**src/rtl/abr_pkg.sv**
```systemverilog
// shared constants, register codes and control types for the boxcar averager
package abr_pkg;

    localparam int WINDOW_DEF   = 40;
    localparam int CHANNELS_DEF = 8;

    localparam int CHAN_W     = 3;
    localparam int SAMPLE_W   = 32;
    localparam int GAIN_W     = 8;
    localparam int LEVEL_W    = 31;
    localparam int FRAC_W     = 16;
    localparam int CNT_W      = 4;
    localparam int FILL_OUT_W = 6;
    localparam int CFG_IDX_W  = 3;

    localparam logic [CFG_IDX_W-1:0] REG_LOW_LEVEL     = 3'd0;
    localparam logic [CFG_IDX_W-1:0] REG_FLOOR_LEVEL   = 3'd1;
    localparam logic [CFG_IDX_W-1:0] REG_STEP_ABS_LOW  = 3'd2;
    localparam logic [CFG_IDX_W-1:0] REG_STEP_ABS_HIGH = 3'd3;
    localparam logic [CFG_IDX_W-1:0] REG_STEP_FRACTION = 3'd4;
    localparam logic [CFG_IDX_W-1:0] REG_HOLD_RELOAD   = 3'd5;
    localparam logic [CFG_IDX_W-1:0] REG_SETTLE_TARGET = 3'd6;

    localparam logic [LEVEL_W-1:0] LOW_LEVEL_RST     = 31'd6554;
    localparam logic [LEVEL_W-1:0] FLOOR_LEVEL_RST   = 31'd3277;
    localparam logic [LEVEL_W-1:0] STEP_ABS_LOW_RST  = 31'd1966;
    localparam logic [LEVEL_W-1:0] STEP_ABS_HIGH_RST = 31'd196608;
    localparam logic [FRAC_W-1:0]  STEP_FRACTION_RST = 16'd3277;
    localparam logic [CNT_W-1:0]   HOLD_RELOAD_RST   = 4'd6;
    localparam logic [CNT_W-1:0]   SETTLE_TARGET_RST = 4'd10;

    typedef struct packed {
        logic load;
        logic rd_last;
        logic mul;
        logic step;
        logic sum;
        logic div_init;
        logic div_step;
        logic fin;
        logic fe_wr;
        logic out_load;
    } abr_cmd_t;

    typedef struct packed {
        logic sum_done;
        logic div_done;
        logic out_full;
    } abr_status_t;

endpackage

```
**src/rtl/abr_ctrl.sv**
```systemverilog
// sequencing state machine for one sample beat
module abr_ctrl (
    input  logic                 clk,
    input  logic                 rst_n,
    input  logic                 in_valid,
    output logic                 in_ready,
    input  abr_pkg::abr_status_t status,
    output abr_pkg::abr_cmd_t    cmd
);

    localparam logic [3:0] S_IDLE  = 4'd0;
    localparam logic [3:0] S_LAST  = 4'd1;
    localparam logic [3:0] S_LWAIT = 4'd2;
    localparam logic [3:0] S_STEP  = 4'd3;
    localparam logic [3:0] S_SUM   = 4'd4;
    localparam logic [3:0] S_DINIT = 4'd5;
    localparam logic [3:0] S_DIV   = 4'd6;
    localparam logic [3:0] S_FIN   = 4'd7;
    localparam logic [3:0] S_FE    = 4'd8;
    localparam logic [3:0] S_OUT   = 4'd9;

    logic [3:0] state_reg;
    logic [3:0] state_next;

    always_comb
    begin
        cmd        = '0;
        state_next = state_reg;
        in_ready   = (state_reg == S_IDLE);
        case (state_reg)
            S_IDLE:
            begin
                if (in_valid)
                begin
                    cmd.load   = 1'b1;
                    state_next = S_LAST;
                end
            end
            S_LAST:
            begin
                cmd.rd_last = 1'b1;
                state_next  = S_LWAIT;
            end
            S_LWAIT:
            begin
                cmd.mul    = 1'b1;
                state_next = S_STEP;
            end
            S_STEP:
            begin
                cmd.step   = 1'b1;
                state_next = S_SUM;
            end
            S_SUM:
            begin
                cmd.sum = 1'b1;
                if (status.sum_done)
                begin
                    state_next = S_DINIT;
                end
            end
            S_DINIT:
            begin
                cmd.div_init = 1'b1;
                state_next   = S_DIV;
            end
            S_DIV:
            begin
                cmd.div_step = 1'b1;
                if (status.div_done)
                begin
                    state_next = S_FIN;
                end
            end
            S_FIN:
            begin
                cmd.fin    = 1'b1;
                state_next = S_FE;
            end
            S_FE:
            begin
                cmd.fe_wr  = 1'b1;
                state_next = S_OUT;
            end
            S_OUT:
            begin
                if (!status.out_full)
                begin
                    cmd.out_load = 1'b1;
                    state_next   = S_IDLE;
                end
            end
            default:
            begin
                state_next = S_IDLE;
            end
        endcase
    end

    always_ff @(posedge clk or negedge rst_n)
    begin
        if (!rst_n)
        begin
            state_reg <= S_IDLE;
        end
        else
        begin
            state_reg <= state_next;
        end
    end

endmodule

```
**config.mk**
```make
export PLATFORM = sky130hd
export DESIGN_NAME = abr_ctrl
export DESIGN_NICKNAME = d
export VERILOG_FILES = /design/src/rtl/abr_pkg.sv /design/src/rtl/abr_ctrl.sv
export SDC_FILE = /design/constraint.sdc
export NUM_CORES = 1
export LEC_CHECK = 0
export BUFFER_PORTS_ARGS = -buffer_cell sky130_fd_sc_hd__clkbuf_2
export CAP_MARGIN = 20
export CORE_AREA = 2 2 39 41
export DETAILED_ROUTE_END_ITERATION = 10
export DIE_AREA = 0 0 41 43
export PLACE_DENSITY = 0.43
export SLEW_MARGIN = 20
export SYNTH_ARGS = -nofsm -noshare
export SYNTH_HDL_FRONTEND = slang
export SYNTH_SLANG_ARGS = --single-unit
```
**constraint.sdc**
```tcl
create_clock -name clk -period 1.45 [get_ports clk]
set_input_delay 0.145 -clock clk [delete_from_list [all_inputs] [get_ports clk]]
set_output_delay 0.145 -clock clk [all_outputs]
set_load 0.005 [all_outputs]
```
==> impl_metrics.xml <==
<?xml version="1.0" encoding="UTF-8"?>
<metrics>
  <group name="outcome">
    <metric name="run_status" unit="">finished, final reports clean</metric>
  </group>
  <group name="yosys">
    <metric name="fraction_of_registers_with_async_set_or_reset_after_synthesis" unit="%">100</metric>
    <metric name="synth_top_cells_by_area" unit="">sky130_fd_sc_hd__dfrtp_1 35%, sky130_fd_sc_hd__nor3_1 11%, sky130_fd_sc_hd__nor2_1 7.9%, sky130_fd_sc_hd__nand2b_1 6.6%, sky130_fd_sc_hd__nand2b_4 4.8%</metric>
    <metric name="synth_edf_count" unit="">0</metric>
    <metric name="synth.lib_cells_used.distinct" unit="">17</metric>
    <metric name="flop_and_latch_count_out_of_synthesis" unit="">4</metric>
    <metric name="synth_fp_nets" unit="">41</metric>
    <metric name="netlist_area" unit="um^2">285</metric>
    <metric name="synthesis.yosys.warnings" unit="">0</metric>
    <metric name="ys_seq_area_share" unit="%">35.1</metric>
    <metric name="post_synth_inst_count" unit="">35</metric>
    <metric name="synth_common_cells" unit="">6 x sky130_fd_sc_hd__nor2_1, 6 x sky130_fd_sc_hd__nor3_1, 4 x sky130_fd_sc_hd__dfrtp_1, 3 x sky130_fd_sc_hd__nand2b_1</metric>
    <metric name="synth-main-ff-cell" unit="">sky130_fd_sc_hd__dfrtp_1</metric>
    <metric name="yosys.area.top_type_share" unit="%">35.1</metric>
    <metric name="synth_top_cell_by_area" unit="">sky130_fd_sc_hd__dfrtp_1</metric>
    <metric name="syn_area_per_cell" unit="um^2">8.15</metric>
  </group>
  <group name="floorplanning">
    <metric name="floorplan.die.width" unit="um">41</metric>
    <metric name="die-area" unit="um^2">1760</metric>
    <metric name="core" unit="um^2">1380</metric>
    <metric name="chipHeight" unit="um">43</metric>
    <metric name="initial_utilization" unit="%">20.6</metric>
    <metric name="num_rows" unit="">14</metric>
    <metric name="boundaryPins" unit="">17</metric>
  </group>
  <group name="global_routing">
    <metric name="global_route.overflow_total" unit="">0</metric>
    <metric name="globalRouteMet3Util" unit="%">3.14</metric>
    <metric name="grt_util_all_layers" unit="%">10.2</metric>
    <metric name="via_count_of_the_first_global_routing_pass" unit="">263</metric>
    <metric name="global_route.usage.met2" unit="%">12.8</metric>
    <metric name="use_met1" unit="%">12.6</metric>
    <metric name="grt_pass1_wl" unit="um">1130</metric>
    <metric name="global_route.peak_usage_layer" unit="">met2</metric>
    <metric name="pin_count_of_the_biggest_net_entering_global_routing" unit="">11</metric>
    <metric name="grt_antenna_before_repair" unit="">0</metric>
  </group>
  <group name="worst_setup_path">
    <metric name="r2r_start" unit="">state_reg[2]</metric>
    <metric name="critical_path.startpoint_type" unit="">flop</metric>
    <metric name="cp.arrival" unit="ns">1.25</metric>
    <metric name="path_class" unit="">flop to primary output</metric>
    <metric name="rr_endpoint" unit="">state_reg[0]</metric>
    <metric name="timing.critical_path.fanout_max" unit="">10</metric>
    <metric name="critical_path.endpoint_type" unit="">primary output</metric>
    <metric name="required" unit="ns">1.31</metric>
    <metric name="worstRegToRegCells" unit="">3</metric>
    <metric name="regToRegSetupSlack" unit="ns">0.31</metric>
  </group>
  <group name="cells_and_area">
    <metric name="final_cell_area" unit="um^2">425</metric>
    <metric name="fin_nets" unit="">61</metric>
    <metric name="final_core_area_utilization" unit="%">30.7</metric>
    <metric name="area_growth" unit="%">49.1</metric>
    <metric name="multi_input_comb_area" unit="um^2">176</metric>
    <metric name="largest_register_ff_count" unit="">4</metric>
    <metric name="ratio_of_cells_with_drive_above_1_in_the_final_layout" unit="%">52.8</metric>
    <metric name="antenna_cells_inserted" unit="">0</metric>
    <metric name="fillCellCount" unit="">157</metric>
    <metric name="finished_layout_cells" unit="">69</metric>
    <metric name="seq_area" unit="um^2">105</metric>
  </group>
  <group name="cts">
    <metric name="clock_tree.root_cell" unit="">sky130_fd_sc_hd__clkbuf_4</metric>
    <metric name="cts.sink_count" unit="">4</metric>
    <metric name="worst_skew_late_latency" unit="ns">0.23</metric>
    <metric name="htree_levels" unit="">1</metric>
    <metric name="post_cts_buffers" unit="">0</metric>
    <metric name="cts_tree" unit="">built</metric>
    <metric name="path_clk_slew" unit="ns">0.04</metric>
    <metric name="numCtsBuffers" unit="">3</metric>
    <metric name="cts_max_path_buffers" unit="">2</metric>
  </group>
  <group name="timing">
    <metric name="rsz0062_at_grt" unit="">yes</metric>
    <metric name="timing.clock.skew" unit="ns">0.000729</metric>
    <metric name="final.min_clock_period" unit="ns">1.40</metric>
    <metric name="report.final.hold_viol_count" unit="">0</metric>
    <metric name="final_min_period_over_clock_period" unit="%">96.5</metric>
    <metric name="worst_slew_margin_rel" unit="%">84.9</metric>
    <metric name="fmaxAchievable" unit="MHz">715</metric>
    <metric name="max_slew.worst_pin.slew" unit="ns">0.227</metric>
    <metric name="final-max-slew-violation-count" unit="">0</metric>
    <metric name="setup-violations-final" unit="">0</metric>
  </group>
  <group name="worst_hold_path">
    <metric name="hold_path_startpoint" unit="">status[1]</metric>
    <metric name="worstHoldEndpoint" unit="">state_reg[0]</metric>
    <metric name="holdPathStages" unit="">3</metric>
    <metric name="hold_class" unit="">input pin to flop</metric>
  </group>
  <group name="route">
    <metric name="wirelength" unit="um">736</metric>
    <metric name="drt.antenna.violating_nets" unit="">0</metric>
    <metric name="routed-via-count" unit="">309</metric>
    <metric name="routed_length_per_instance" unit="um">10.7</metric>
    <metric name="avgViaCountPerCell" unit="">4.48</metric>
    <metric name="drc_errors" unit="">0</metric>
    <metric name="first_iter_violations" unit="">6</metric>
    <metric name="drt_pass1_iterations" unit="">2</metric>
  </group>
  <group name="placed_design">
    <metric name="postPlaceCellArea" unit="um^2">372</metric>
    <metric name="routabilityCongestion" unit="">0.718</metric>
    <metric name="dp.final_hpwl" unit="um">534</metric>
    <metric name="port-buffer-count" unit="">16</metric>
    <metric name="dpl.cell_count" unit="">65</metric>
  </group>
  <group name="power_and_ir_drop">
    <metric name="vdd_drop_max" unit="V">0.000716</metric>
    <metric name="power.leakage" unit="uW">0.000202</metric>
    <metric name="power_per_cell_area" unit="nW/um^2">2110</metric>
  </group>
  <group name="job">
    <metric name="maxCapViolations" unit="">0</metric>
  </group>
</metrics>
==> cell type report <==
cell class / count / area share (%)
clock buffers: 3 / 5.29
inverters: 1 / 0.882
multi-input cells: 27 / 41.5
flip-flops and latches: 4 / 24.7
well taps: 16 / 4.71
repair buffers: 18 / 22.9
==> per-layer routing <==
layer | part of all wire, % | vias up
li1 | - | 154
met1 | 48 | 139
met2 | 44 | 14
met3 | 6.0 | 2
met4 | 2.2 | 0
met5 | 0 | -
==> cells in the final DEF (no fill, tap or decap) <==
| cell | instances |
|---|---|
| sky130_fd_sc_hd__buf_4 | 1 |
| sky130_fd_sc_hd__clkbuf_4 | 3 |
| sky130_fd_sc_hd__xor2_1 | 1 |
| sky130_fd_sc_hd__nor3_2 | 1 |
| sky130_fd_sc_hd__nand2b_4 | 1 |
| sky130_fd_sc_hd__and2_1 | 1 |
| sky130_fd_sc_hd__a211o_1 | 1 |
| sky130_fd_sc_hd__clkbuf_2 | 16 |
| sky130_fd_sc_hd__nand2b_2 | 1 |
| sky130_fd_sc_hd__a21oi_1 | 2 |
| sky130_fd_sc_hd__a2bb2oi_1 | 1 |
| sky130_fd_sc_hd__nor4_4 | 1 |
| sky130_fd_sc_hd__nor3_1 | 5 |
| sky130_fd_sc_hd__nor2_1 | 6 |
| sky130_fd_sc_hd__inv_1 | 1 |
| sky130_fd_sc_hd__o21ai_0 | 1 |
| sky130_fd_sc_hd__dfrtp_2 | 4 |
| sky130_fd_sc_hd__o31ai_1 | 1 |
| sky130_fd_sc_hd__nand2b_1 | 2 |
| sky130_fd_sc_hd__nand2_1 | 2 |
| sky130_fd_sc_hd__dlygate4sd3_1 | 1 |
==> critical path: stages (launching register included) <==
cell and delay (ns):
sky130_fd_sc_hd__dfrtp_2 0.48, sky130_fd_sc_hd__nand2b_1 0.24, sky130_fd_sc_hd__nor3_1 0.16, sky130_fd_sc_hd__clkbuf_2 0.14
==> power by group <==
part           total (uW)  internal, uW  switching [uW]
combinational         432           233             199
sequential            329           176             153
clock                 137          92.5            44.2
==> repair_timing <==
action | 4_1_cts | 5_1_grt
pin swaps | 0 | 0
setup endpoints to repair | 1 | 6
hold buffers | 1 | 0
resized for setup | 2 | 5
endpoints found under the hold margin | 4 | 0
==> cell families (layout without fill, tap and decap cells) <==
| logic type | after synthesis | count (layout) | synth area share (%) |
|---|---|---|---|
| xor gates and xnor gates | 1 | 1 | 3.07 |
| AOI/OAI and AO/OA | 6 | 6 | 14.0 |
| and+or+nand+nor | 20 | 20 | 39.0 |
| DFF | 4 | 4 | 35.1 |
| buffers and inverters | 4 | 22 | 8.77 |
==> how the worst max path moves through the flow <==
stage | to | cells after the start | start
global route | cmd[9] | 3 | state_reg[0]
global placement | cmd[8] | 3 | state_reg[1]
finish | cmd[8] | 3 | state_reg[1]
floorplan | cmd[9] | 3 | state_reg[1]
CTS | cmd[9] | 3 | state_reg[0]
detailed placement | cmd[9] | 3 | state_reg[1]
==> metrics by stage <==
step                      total power [uW]  setup slack [ns]  hold WS [ns]  setup TNS [ns]
after detailed placement               706             0.249       -0.0481               0
after floorplan                        573             0.341        -0.151               0
after global placement                 714             0.233       -0.0413               0
after global routing                   996           -0.0551         0.225         -0.0667
final                                  898            0.0509         0.216               0
after CTS                              859            0.0239         0.223               0
(Power assumes the default switching activity.)
